==> src/sv/pfvc_pkg.sv <==
`timescale 1ns / 1ps
package pfvc_pkg;
	localparam int CORDIC_ITERS = 16;
	localparam int IW = $clog2(CORDIC_ITERS + 1);
	localparam logic [47:0] SAT_CAP = 48'h7FFF_FFFF_FFFF;
	localparam logic [27:0] INV_GAIN_Q28 = 28'd163008219;
	localparam logic signed [39:0] HALF_PI_Q30 = 40'sd1686629713;

	typedef enum logic [2:0] {
		REG_GOAL_GAIN, REG_SPEED_GAIN, REG_TURN_GAIN, REG_SPEED_LIMIT,
		REG_TURN_LIMIT, REG_GRID_STEP, REG_ARRIVE_RADIUS, REG_NONE
	} reg_idx_t;

	typedef enum logic [3:0] {
		ST_IDLE, ST_CORDIC, ST_DIST, ST_P, ST_GRAD, ST_SPD, ST_M, ST_A, ST_OUT
	} state_t;

	typedef enum logic [1:0] {
		MOP_NONE, MOP_SHIFT16, MOP_SHIFT13, MOP_DIST
	} mop_t;

	function automatic logic signed [39:0] atan_entry(input logic [IW-1:0] i);
		logic signed [39:0] r;
		unique case (i)
			0: r = 40'sd843314857;
			1: r = 40'sd497837829;
			2: r = 40'sd263043837;
			3: r = 40'sd133525159;
			4: r = 40'sd67021687;
			5: r = 40'sd33543516;
			6: r = 40'sd16775851;
			7: r = 40'sd8388437;
			8: r = 40'sd4194283;
			9: r = 40'sd2097149;
			default: r = (i > 30) ? 40'sd0 : (40'sd1 <<< 30) >>> i;
		endcase
		return r;
	endfunction
endpackage

==> src/sv/pfvc_mul.sv <==
`timescale 1ns / 1ps
module pfvc_mul import pfvc_pkg::*; (
	input  logic clk,
	input  mop_t op,
	input  logic [47:0] a,
	input  logic [35:0] b,
	output logic [47:0] r
);
	// Shared multiplier: a split into 24-bit halves, each multiplied by b.
	// Stage one registers both partial products; stage two sums, shifts and saturates.
	logic [59:0] hi_s1, lo_s1;
	mop_t op_s1;
	logic [84:0] full;
	logic [84:0] sh;

	always_ff @(posedge clk) begin
		hi_s1 <= a[47:24] * b;
		lo_s1 <= a[23:0] * b;
		op_s1 <= op;
	end

	always_comb begin
		full = {hi_s1, 24'd0} + 85'(lo_s1);
		unique case (op_s1)
			MOP_SHIFT16: sh = full >> 16;
			MOP_SHIFT13: sh = full >> 13;
			MOP_DIST:    sh = (full + 85'(1 << 27)) >> 28;
			default:     sh = full;
		endcase
	end

	always_ff @(posedge clk) r <= (sh > 85'(SAT_CAP)) ? SAT_CAP : sh[47:0];
endmodule

==> config.mk <==
export PLATFORM = sky130hd
export DESIGN_NAME = pfvc_mul
export DESIGN_NICKNAME = d
export VERILOG_FILES = /design/src/sv/pfvc_pkg.sv /design/src/sv/pfvc_mul.sv
export SDC_FILE = /design/constraint.sdc
export NUM_CORES = 2
export LEC_CHECK = 0
export BUFFER_PORTS_ARGS = -buffer_cell sky130_fd_sc_hd__buf_2
export CAP_MARGIN = 20
export CORE_MARGIN = 5
export CORE_UTILIZATION = 55
export DETAILED_ROUTE_END_ITERATION = 8
export PLACE_DENSITY = 0.73
export SYNTH_ARGS = -nofsm -noshare
export SYNTH_HDL_FRONTEND = slang
export SYNTH_SLANG_ARGS = --single-unit
export TNS_END_PERCENT = 100
==> constraint.sdc <==
create_clock -name clk -period 13.4 [get_ports clk]
set_input_delay 3.35 -clock clk [delete_from_list [all_inputs] [get_ports clk]]
set_output_delay 3.35 -clock clk [all_outputs]
set_load 0.05 [all_outputs]
Word-level counts from Yosys, hierarchy flattened
Cells that the tools add are included.
- bits in registers: 170
- bits of input ports: 87
- output and inout port bits: 48
- logic and storage cells: 13
- add/sub/neg operators: 2
- $mul: 2
- $lt $le $gt $ge: 1
- equality and inequality tests: 3
- multiplexer cells: 1
- operators with widths (kind ; count):
    case mux 85 bit (3 select lines) ; 1
    multiplier 24 x 36 -> 60 bit ; 2
    adder 84 x 60 -> 85 bit ; 1
    adder 85 x 28 -> 85 bit (second input constant) ; 1
    > comparator 85 x 47 -> 1 bit (second input constant) ; 1
    == test 2 bit (second input constant) ; 2
    == test 2 x 1 -> 1 bit (second input constant) ; 1

Longest topological paths before layout
- word-level depth: 4
- depth in mapped cells: 33
- mapped depth without buffers: 31

Least setup slack after synthesis
Ideal clock, no wire load.
- path kind: input to register
- start: input a[3]
- end: register lo_s1[56]
- library setup time: 72 ps
- arrival time: 10871 ps
- required time: 13328 ps
- setup slack: 2457 ps
- cell stages on the path: 30
- path buffers: 3
- path through: clkbuf_1 clkbuf_1 nand2_1 fa_1 inv_1 fa_1 fa_1 inv_1 fa_1 inv_1 fa_1 fa_1 fa_1 ha_1 and3_1 clkbuf_1 and2_1 a221oi_1 o31ai_1 a311oi_1 o21a_1 a211o_1 a31oi_1 a221o_1 a41oi_1 o21bai_1 nor3_1 o21bai_1 a21oi_1 xnor2_1
- longest elaborated chain between the ends: 1
- RTL lines (item ; RTL line ; RTL):
    start, declared ; pfvc_mul.sv:5 ; input logic [47:0] a,
    multiplier 24 x 36 -> 60 bit ; pfvc_mul.sv:18 ; lo_s1 <= a[23:0] * b;
    end signal, assigned ; pfvc_mul.sv:18 ;
    end, declared ; pfvc_mul.sv:11 ; logic [59:0] hi_s1, lo_s1;
Every way passes these cells.
A chain may end at the register's enable or synchronous reset.

Worst setup path in the final report
- start: input b[8]
- end: register lo_s1[56]
- longest elaborated chain between the ends: 1
- RTL lines (item ; RTL line ; RTL):
    start, declared ; pfvc_mul.sv:6 ; input logic [35:0] b,
    multiplier 24 x 36 -> 60 bit ; pfvc_mul.sv:18 ;
Every way passes these cells.

==> impl_metrics.json <==
{
  "synth_edf_count": 0,
  "worst_pin_slew_ns": 1.20,
  "die_x_um": 349,
  "synthArstFlopShare_pct": 0,
  "multi_input_area_um2": 52100,
  "setup_viol": 0,
  "avgViaCountPerCell": 5.65,
  "die-area_um2": 122000,
  "holdPathStages": 2,
  "synth_top_area_share_pct": 47.3,
  "outcome": "finished clean",
  "syn_avg_cell_area_um2": 8.74,
  "hold_viol": 0,
  "synth-seq-area-share_pct": 5.38,
  "yosys_warnings": 0,
  "dpl.hpwl_um": 143000,
  "start_util_pct": 55.3,
  "synth_cells": 7239,
  "grt_pass1_vias": 51900,
  "path_class": "in -> reg",
  "max_stage_delay_ns": 0.85,
  "skew_ns": 0.0190,
  "rsz0062_at_grt": "no",
  "netlist_area_um2": 63200,
  "area_delta_synth_final_pct": 3.47,
  "holdCritPathClass": "reg -> reg",
  "reg2regPathDepth": 19,
  "crit_path_start_kind": "input port",
  "syn-num-nets": 9228,
  "ff_latch_area_um2": 3410,
  "ioPinCount": 135,
  "r2r_end": "r[41]$_SDFF_PN1_",
  "drc": 0,
  "grt_max_degree": 78,
  "fin_setup_tns_ns": 0,
  "met1_usage_pct": 37.9,
  "first_pass_iters": 8,
  "grt_usage_pct": 29.8,
  "crit_top_cell": "fa_1",
  "fin_nets": 9034,
  "r2r_slack_ns": 6.88,
  "cp-end-kind": "flop",
  "clkTransAtPathRegs_ns": 0.07,
  "avgRoutedWirePerCell_um": 20.7,
  "h-tree-depth": 4,
  "clockBufferDepth": 2,
  "ys_top_cells_by_count": "1,612 x inv_1, 1,493 x fa_1, 1,323 x nand2_1",
  "period_share_pct": 88.4,
  "portBuffers": 134,
  "fmax_mhz": 84.5,
  "clockRootBuffer": "clkbuf_16",
  "drv_cap": 0,
  "drv_slew": 0,
  "critPathArrivalTime_ns": 12.26,
  "critPathTopFamily": "adder cells",
  "worst-path-max-fanout": 48,
  "cp_data_required_time_ns": 13.82,
  "cts_buffers": 17,
  "grt_first_pass_wirelength_um": 285000,
  "num-fill-cells": 10000,
  "drive_gt1_share_pct": 4.51,
  "postRouteAntennaNets": 0,
  "cp_slowest_cell": "buf_2",
  "gr-total-overflow": 0,
  "worstHoldEndpoint": "r[0]$_SDFF_PN1_",
  "synth_most_common_cell": "inv_1",
  "fp.dieH_um": 349,
  "r2r_start": "lo_s1[24]$_DFF_P_",
  "period_needed_ns": 11.84,
  "synth_top_area_cell": "fa_1",
  "drt-initial-drc-count": 3869,
  "post_cts_buffers": 0,
  "synth_area_leaders": "fa_1 47%, inv_1 9.6%, ha_1 8.1%, nand2_1 7.9%, and2_1 5.7%",
  "met3_usage_pct": 5.34,
  "holdCritStartpoint": "lo_s1[0]$_DFF_P_",
  "yosys.cell_types.count": 95,
  "cts_tree": "yes",
  "cts_num_sinks": 170,
  "busiest_layer": "met2",
  "antenna_found_initial": 19,
  "use_met2_pct": 49.1,
  "yosys_most_used_dff": "dfxtp_1",
  "slew_headroom_pct": 20.1,
  "cts_resized": 0,
  "clk_latency_ns": 0.50,
  "holdBufCountCts": 0,
  "gp_congestion": 0.910,
  "routed_wl_um": 178000,
  "path_buf_inv": 4,
  "dr_total_vias": 48500,
  "rows": 124,
  "synth_seq_cells": 170,
  "core_region_area_um2": 114000
}
[cells in the final DEF, fill, tap and decap left out, drive strengths merged, types with 6 or more instances in the layout]
cell type,count
o211a,6
nand4,36
inv,1619
nor2,132
a31oi,17
nand3,54
a21o,66
o31a,6
clkbuf,18
diode,10
xor2,58
a211o,7
and2,574
a41oi,6
or4,6
nand2,1324
o21ai,115
or3,14
and3,28
nor3,43
a21oi,172
nor2b,21
a211oi,22
nor4,22
o21bai,27
nor3b,7
o31ai,8
mux4,27
o21a,21
buf,213
xnor2,151
o211ai,28
fa,1493
nand2b,44
dfxtp,170
ha,409
[sequential cells by signal, indices dropped and copies added (netlist names)]
register / cells
op_s1: 2
r: 48
lo_s1: 60
hi_s1: 60
[through the flow]
stage	util, %	std cells	instance area (µm²)	hold WS [ns]	setup slack (ns)
3_3_place_gp	56.6	8535	64700	0.614	1.21
3_5_place_dp	56.6	8535	64700	0.627	1.07
6_report	57.2	8580	65400	0.637	1.56
4_1_cts	57.2	8567	65400	0.645	1.57
2_1_floorplan	-	7239	63200	0.500	2.46
5_1_grt	57.2	8573	65400	0.671	1.15
[worst max path at each step]
stage	startpoint	endpoint	slack, ns	cells past startpoint
final	b[8]	lo_s1[56]$_DFF_P_	1.56	28
after global routing	b[8]	lo_s1[56]$_DFF_P_	1.15	28
after floorplan	a[3]	lo_s1[56]$_DFF_P_	2.46	30
after global placement	b[11]	lo_s1[56]$_DFF_P_	1.21	28
after CTS	b[11]	lo_s1[56]$_DFF_P_	1.57	28
after detailed placement	b[11]	lo_s1[56]$_DFF_P_	1.07	28
[layout make-up]
cell class,instances,area share [%]
multi-input combinational,5031,79.7
inverter,1612,9.25
sequential,170,5.21
tap,1512,2.89
timing repair buffer,213,1.99
clock buffer,18,0.656
clock inverter,14,0.306
antenna,10,0.0382
[worst reg2reg max path, delay by kind of cell, from the launching register on]
| family | cells | cell delay [ns] |
|---|---|---|
| AOI/OAI and AO/OA | 9 | 2.46 |
| buffers and inverters | 2 | 0.54 |
| DFF | 1 | 0.45 |
| adders and majority gates | 2 | 0.64 |
| and+or+nand+nor | 6 | 2.28 |
[per-layer routing]
metal / vias up / wire length (µm)
met4: 20 / 11400
li1: 21000 / -
met5: - / 138
met1: 24800 / 67400
met3: 557 / 14400
met2: 2140 / 84500
[cell families (layout without fill, tap and decap cells)]
| group | after synthesis | in the layout | share of synthesized area, % |
|---|---|---|---|
| buffers and inverters | 2038 | 1857 | 12.2 |
| adder cells (fa/ha/maj) | 1902 | 1902 | 55.3 |
| other | 1 | 11 | 0.00593 |
| flip-flops | 170 | 170 | 5.38 |
| XOR/XNOR | 209 | 209 | 2.89 |
| multiplexers | 35 | 35 | 1.09 |
| AO/OA/AOI/OAI | 555 | 555 | 5.71 |
| AND/OR/NAND/NOR | 2329 | 2329 | 17.4 |
Power is left out: the tool's default activity adds up to more than one toggle a clock period on the data nets, which glitch-free logic cannot reach.
