<file path="src/sv/pfvc_pkg.sv">
`timescale 1ns / 1ps
package pfvc_pkg;
	localparam int CORDIC_ITERS = 16;
	localparam int IW = $clog2(CORDIC_ITERS + 1);
	localparam logic [47:0] SAT_CAP = 48'h7FFF_FFFF_FFFF;
	localparam logic [27:0] INV_GAIN_Q28 = 28'd163008219;
	localparam logic signed [39:0] HALF_PI_Q30 = 40'sd1686629713;

	typedef enum logic [2:0] {
		REG_GOAL_GAIN, REG_SPEED_GAIN, REG_TURN_GAIN, REG_SPEED_LIMIT,
		REG_TURN_LIMIT, REG_GRID_STEP, REG_ARRIVE_RADIUS, REG_NONE
	} reg_idx_t;

	typedef enum logic [3:0] {
		ST_IDLE, ST_CORDIC, ST_DIST, ST_P, ST_GRAD, ST_SPD, ST_M, ST_A, ST_OUT
	} state_t;

	typedef enum logic [1:0] {
		MOP_NONE, MOP_SHIFT16, MOP_SHIFT13, MOP_DIST
	} mop_t;

	function automatic logic signed [39:0] atan_entry(input logic [IW-1:0] i);
		logic signed [39:0] r;
		unique case (i)
			0: r = 40'sd843314857;
			1: r = 40'sd497837829;
			2: r = 40'sd263043837;
			3: r = 40'sd133525159;
			4: r = 40'sd67021687;
			5: r = 40'sd33543516;
			6: r = 40'sd16775851;
			7: r = 40'sd8388437;
			8: r = 40'sd4194283;
			9: r = 40'sd2097149;
			default: r = (i > 30) ? 40'sd0 : (40'sd1 <<< 30) >>> i;
		endcase
		return r;
	endfunction
endpackage

</file>
<file path="src/sv/pfvc_cordic.sv">
`timescale 1ns / 1ps
module pfvc_cordic import pfvc_pkg::*; (
	input  logic clk,
	input  logic arst_n,
	input  logic start,
	input  logic signed [32:0] vx,
	input  logic signed [32:0] vy,
	output logic busy,
	output logic signed [39:0] mag,
	output logic signed [39:0] ang
);
	// Vectoring CORDIC, one micro-rotation per cycle through one adder pair.
	logic signed [39:0] x_q, y_q, z_q;
	logic [IW-1:0] it_q;
	logic run_q;
	logic signed [39:0] xs, ys;

	assign xs = x_q >>> it_q;
	assign ys = y_q >>> it_q;
	assign busy = run_q;
	assign mag = x_q;
	assign ang = z_q;

	always_ff @(posedge clk or negedge arst_n) begin
		if (!arst_n) begin
			run_q <= 1'b0;
			it_q <= '0;
		end else if (start) begin
			run_q <= 1'b1;
			it_q <= '0;
		end else if (run_q) begin
			if (it_q == IW'(CORDIC_ITERS - 1)) run_q <= 1'b0;
			it_q <= it_q + 1'b1;
		end
	end

	always_ff @(posedge clk) begin
		if (start) begin
			if (vx < 0 && vy >= 0) begin
				x_q <= 40'(vy); y_q <= -40'(vx); z_q <= HALF_PI_Q30;
			end else if (vx < 0) begin
				x_q <= -40'(vy); y_q <= 40'(vx); z_q <= -HALF_PI_Q30;
			end else begin
				x_q <= 40'(vx); y_q <= 40'(vy); z_q <= '0;
			end
		end else if (run_q) begin
			if (y_q >= 0) begin
				x_q <= x_q + ys; y_q <= y_q - xs; z_q <= z_q + atan_entry(it_q);
			end else begin
				x_q <= x_q - ys; y_q <= y_q + xs; z_q <= z_q - atan_entry(it_q);
			end
		end
	end
endmodule

</file>
<file path="config.mk">
export PLATFORM = sky130hd
export DESIGN_NAME = pfvc_cordic
export DESIGN_NICKNAME = d
export VERILOG_FILES = /design/src/sv/pfvc_pkg.sv /design/src/sv/pfvc_cordic.sv
export SDC_FILE = /design/constraint.sdc
export NUM_CORES = 1
export LEC_CHECK = 0
export BUFFER_PORTS_ARGS = -buffer_cell sky130_fd_sc_hd__buf_2
export CORE_MARGIN = 1.5
export CORE_UTILIZATION = 25
export CTS_CLUSTER_SIZE = 30
export DETAILED_ROUTE_END_ITERATION = 16
export PLACE_DENSITY_LB_ADDON = 0.3
export SETUP_SLACK_MARGIN = 0.02
export SYNTH_ARGS = -nofsm -noshare
export SYNTH_HDL_FRONTEND = slang
export SYNTH_SLANG_ARGS = --single-unit
</file>
<file path="constraint.sdc">
create_clock -name clk -period 9.66 [get_ports clk]
set_clock_uncertainty 0.2 [all_clocks]
set_input_delay 0.966 -clock clk [delete_from_list [all_inputs] [get_ports clk]]
set_output_delay 0.966 -clock clk [all_outputs]
set_load 0.02 [all_outputs]
</file>
# Word level (Yosys, flattened, before mapping)
# Index checks and enable logic that the tools add are counted.
[op_classes]
eq_ne = 10
n_reduce_logical = 3
shifts = 3
n_addsub = 9
n_lt_le_gt_ge = 4
n_mux = 28
[op_table]
columns = ["cell", "n"]
rows = [
  ["$mux W40", 22],
  ["$pmux W40 S10", 1],
  ["$add A40 B40 Y40", 3],
  ["$sub A40 B40 Y40", 3],
  ["$neg A33 Y40", 2],
  ["$sshr A40 B5 Y40", 2],
  ["$ge A40 B1 Y1 const B", 1],
  ["$sshr A32 B5 Y40 const A", 1],
  ["$ge A33 B1 Y1 const B", 1],
  ["$lt A33 B1 Y1 const B", 1],
  ["$eq A5 B3 Y1 const B", 4],
  ["$eq A5 B4 Y1 const B", 3],
  ["$eq A5 B2 Y1 const B", 2],
  ["$mux W5", 2],
  ["$add A5 B1 Y5 const B", 1],
  ["$eq A5 B1 Y1 const B", 1],
  ["$gt A5 B5 Y1 const B", 1],
  ["$logic_not A5 Y1", 1],
  ["$mux W1", 3],
  ["$reduce_bool A2 Y1", 1],
  ["$logic_and A1 B1 Y1", 1],
]
[totals]
out_inout_bits = 81
in_bits = 69
elab_cells = 62
ff_bits = 126

# Longest topological paths before layout
[depth]
depth_word = 10
depth_mapped = 29
ltp_nobuf = 25

# Least setup slack after synthesis
# No wires, ideal clock.
[synth_timing]
path_kind = "reg-to-reg"
startpoint = "register it_q[4]"
endpoint = "register x_q[36] (netlist: mag[36]) (data pin)"
path_stages_with_launch = 29
path_buffers = 7
required_time_ps = 9200
slack_ps = 2520
arrival_time_ps = 6681
period_less_slack_ps = 7140
path_cell_list = "dfrtp_1 -> clkbuf_1 -> clkinv_1 -> buf_1 -> clkbuf_1 -> buf_1 -> clkbuf_1 -> buf_1 -> clkbuf_1 -> nor2_1 -> nor2_1 -> ha_1 -> o211a_1 -> o2111ai_1 -> a2111oi_4 -> nand4_1 -> or3b_1 -> nand2_1 -> xnor2_1 -> ha_1 -> a21o_1 -> a21oi_1 -> o21ai_0 -> or4_1 -> o22ai_1 -> o41ai_1 -> o41ai_1 -> o21ai_0 -> mux2_2"
[synth_via]
elab_chain_len = 5
word_cells_on_any_way = 6
[synth_rtl]
columns = ["item", "line", "source"]
rows = [
  ["start: declaration", "pfvc_cordic.sv:14", "logic [IW-1:0] it_q;"],
  ["start signal: assignment", "pfvc_cordic.sv:33", "it_q <= it_q + 1'b1;"],
  ["$sshr A40 B5 Y40 (*)", "pfvc_cordic.sv:19", "assign ys = y_q >>> it_q;"],
  ["$sub A40 B40 Y40 or $add A40 B40 Y40 (tied branches)", "pfvc_cordic.sv:50, pfvc_cordic.sv:48", ""],
  ["$mux W40 (*)", "pfvc_cordic.sv:47", "if (y_q >= 0) begin"],
  ["$mux W40 (*)", "pfvc_cordic.sv:46", "end else if (run_q) begin"],
  ["$mux W40 (*)", "pfvc_cordic.sv:38", "if (start) begin"],
  ["end signal: assignment", "pfvc_cordic.sv:42", "x_q <= -40'(vy); y_q <= 40'(vx); z_q <= -HALF_PI_Q30;"],
  ["end signal: assignment", "pfvc_cordic.sv:48", "x_q <= x_q + ys; y_q <= y_q - xs; z_q <= z_q + atan_entry(it_q);"],
  ["end signal: assignment", "pfvc_cordic.sv:50", "x_q <= x_q - ys; y_q <= y_q + xs; z_q <= z_q - atan_entry(it_q);"],
  ["end: declaration", "pfvc_cordic.sv:13", "logic signed [39:0] x_q, y_q, z_q;"],
]
# Every way passes the cells marked *; elsewhere a longest branch is shown, timed or not. The select of a mux whose other input is x is not followed.
# A chain may end at the register's enable or synchronous reset.

# Final worst setup path
[layout_timing]
startpoint = "register it_q[0]"
endpoint = "register x_q[36] (netlist: mag[36]) (data pin)"
# Same word-level chain as after synthesis.

==> out/results.ini <==
[yosys]
synth_edf_count=120
synth-xor-area-share=0.0963
yosys.area_share.simple=0.190
syn_area_um2=22200
yosys-top-cells-count=274 x nand2_1, 248 x o21ai_0, 199 x a21oi_1
yosysTopAreaCell=edfxtp_1
yosysSeqAreaShare=0.169
ys_seq_elements=126
synth_fa_ha_area_frac=0.0758
synth-compound-area-share=0.260
synth.most_common_cell=nand2_1
synth_cells=2709
synth_top_area_share=0.162
ys_types=111
synthMuxAreaShare=0.162
syn_nets=2911
yosysWarnings=0
avgSynthCellArea_um2=8.21
async_flop_share=0.0476
synth_area_leaders=edfxtp_1 16%, mux4_2 8.8%, ha_1 7.3%
yosys_most_used_dff=edfxtp_1
synth_top_family_by_area=compound AO/OA/AOI/OAI gates

[setup_path]
required_ps=9710
worstPathMaxFanout=45
critPathKind=reg -> reg
reg2reg_slack_ps=1180
worst_setup_path_end_kind=register
worstSetupStartpointType=register
crit_arrival_ps=8520

[cts]
cts_tree=built
worstSkewPairLatency_ps=500
post_cts_resized=0
postCtsHoldBufs=0
clock_sinks=126
cts.htree.levels=4
cts_setup_buffers=0
cts_made_buffers=17
clockBufferDepth=2
path_clk_slew_ps=60
root_buffer=clkbuf_16

[timing]
finalSetupViolations=0
fmax_ghz=0.118
rsz0062_at_grt=no
max_slew_margin=0.258
period_share=0.878
finalHoldViolCount=0
fin_setup_tns_ps=0
slew_viol_final=0
worst_pin_slew_ps=1100
min_period_ps=8480

[die]
dieHeight_um=301
core_area_um2=88200
die_w_um=301
io_pins=150
dieArea_um2=90800
initial_core_util=0.252
num_rows=109

[layout]
final_cells=3913
num_antenna_cells=0
drive_above_1_share=0.161
n_fill_cell=9616
finalNetCount=2937
syn_to_final_growth_pct=9.72

[detailed_routing]
antenna_left=0
drt_iter0_drc=2592
drc=0
drtPass1Iterations=5
via_per_inst=5.70
wire_per_inst_um=23.1
wl_mm=90.3
vias=22300

[placed_design]
routabilityCongestion=0.945
portBuffers=149
place_inst=3881
dp_hpwl_mm=69.8

[grt]
grtUsageMet3=0.0379
globalRouteTotalUtil=0.196
top_usage_layer=met2
grt_util_met2=0.302
grt_pass1_wl_mm=136
use_met1=0.275
grt_max_degree=91
antenna_found_initial=1
gr-total-overflow=0
grt_pass1_vias=21300

[status]
status=complete, no violations

[hold_path]
hold_path.class=in -> async

[flow_run]
maxCapViolCount=0

## per-layer routing
metal,share of wire,vias up
met2,0.44,1022
met3,0.080,173
met5,0,-
li1,-,10400
met1,0.45,10700
met4,0.029,0
## registers in the layout, indices dropped and copies added, names as in the netlist
| name | cells |
|---|---|
| it_q | 5 |
| y_q | 40 |
| mag | 40 |
| busy | 1 |
| ang | 40 |
## worst max-delay path, stage by stage (launching register included)
cell and delay, ps:
dfrtp_4 940, buf_4 600, mux4_2 700, mux4_2 500, or2_1 250, nor2_2 150
o2111ai_1 260, a2111oi_4 470, nand4_1 170, or3b_1 440, o21ai_1 220, xnor2_1 100
ha_1 390, nand3_1 140, a2111oi_0 810, o22ai_1 290, o41ai_1 740, o41ai_1 250
o21ai_0 240, mux2_2 350
## cell usage in the layout, fill, tap and decap left out, drive strengths merged, types with 13 or more instances in the layout
cell type	Yosys	layout
buf	83	181
nand3	66	66
o21ai	261	261
a21oi	199	199
o211ai	66	66
mux4	89	89
or3	30	30
o21a	18	18
nor3b	13	13
or4	16	16
inv	55	58
clkbuf	91	19
nor2b	18	18
a31oi	31	31
ha	130	130
o22ai	27	27
and2	17	17
nor4	26	26
edfxtp	120	120
mux2i	75	75
and3	20	20
nor3	49	49
or2	22	22
nand4	21	21
xor2	122	122
nand2	276	276
a211oi	28	28
xnor2	120	120
mux2	73	73
a21o	53	53
nand2b	42	42
nor2	199	199
o31ai	37	37
## worst paths after layout
kind | endpoint | start | cells after the start
hold reg to reg | ang[0] | ang[0] | 2
setup / recovery | mag[36] | it_q[0] | 19
hold / removal | busy | arst_n | 1
min in group clk | ang[0] | ang[0] | 2
max in group asynchronous | it_q[0] | arst_n | 1
setup reg to reg | mag[36] | it_q[0] | 19
## through the flow
step	setup WS [ps]	area, um^2	utilization	hold slack (ps)
final	1180	24400	0.277	101
after global routing	761	24400	0.277	78.9
after CTS	1250	24400	0.277	59.6
after detailed placement	1280	23900	0.271	508
after global placement	1370	23900	0.271	482
after floorplan	2520	22200	-	470
## logic make-up after synthesis
group                      Yosys count
AOI/OAI and AO/OA                  894
and+or+nand+nor                    846
xor gates and xnor gates           243
muxes                              237
buffers and inverters              230
adders and majority gates          133
DFF                                126
## layout make-up
cell class / instances / area [um^2] / share of cell area
clock buffers: 19 / 433 / 0.0177
clock inverters: 13 / 92.6 / 0.00379
inverters: 56 / 210 / 0.00861
multi-input cells: 2353 / 17400 / 0.714
flip-flops and latches: 126 / 3770 / 0.154
well taps: 1165 / 1460 / 0.0597
repair buffers: 181 / 1010 / 0.0413
Power is left out: the tool's default activity adds up to more than one toggle a clock period on the data nets, which glitch-free logic cannot reach.
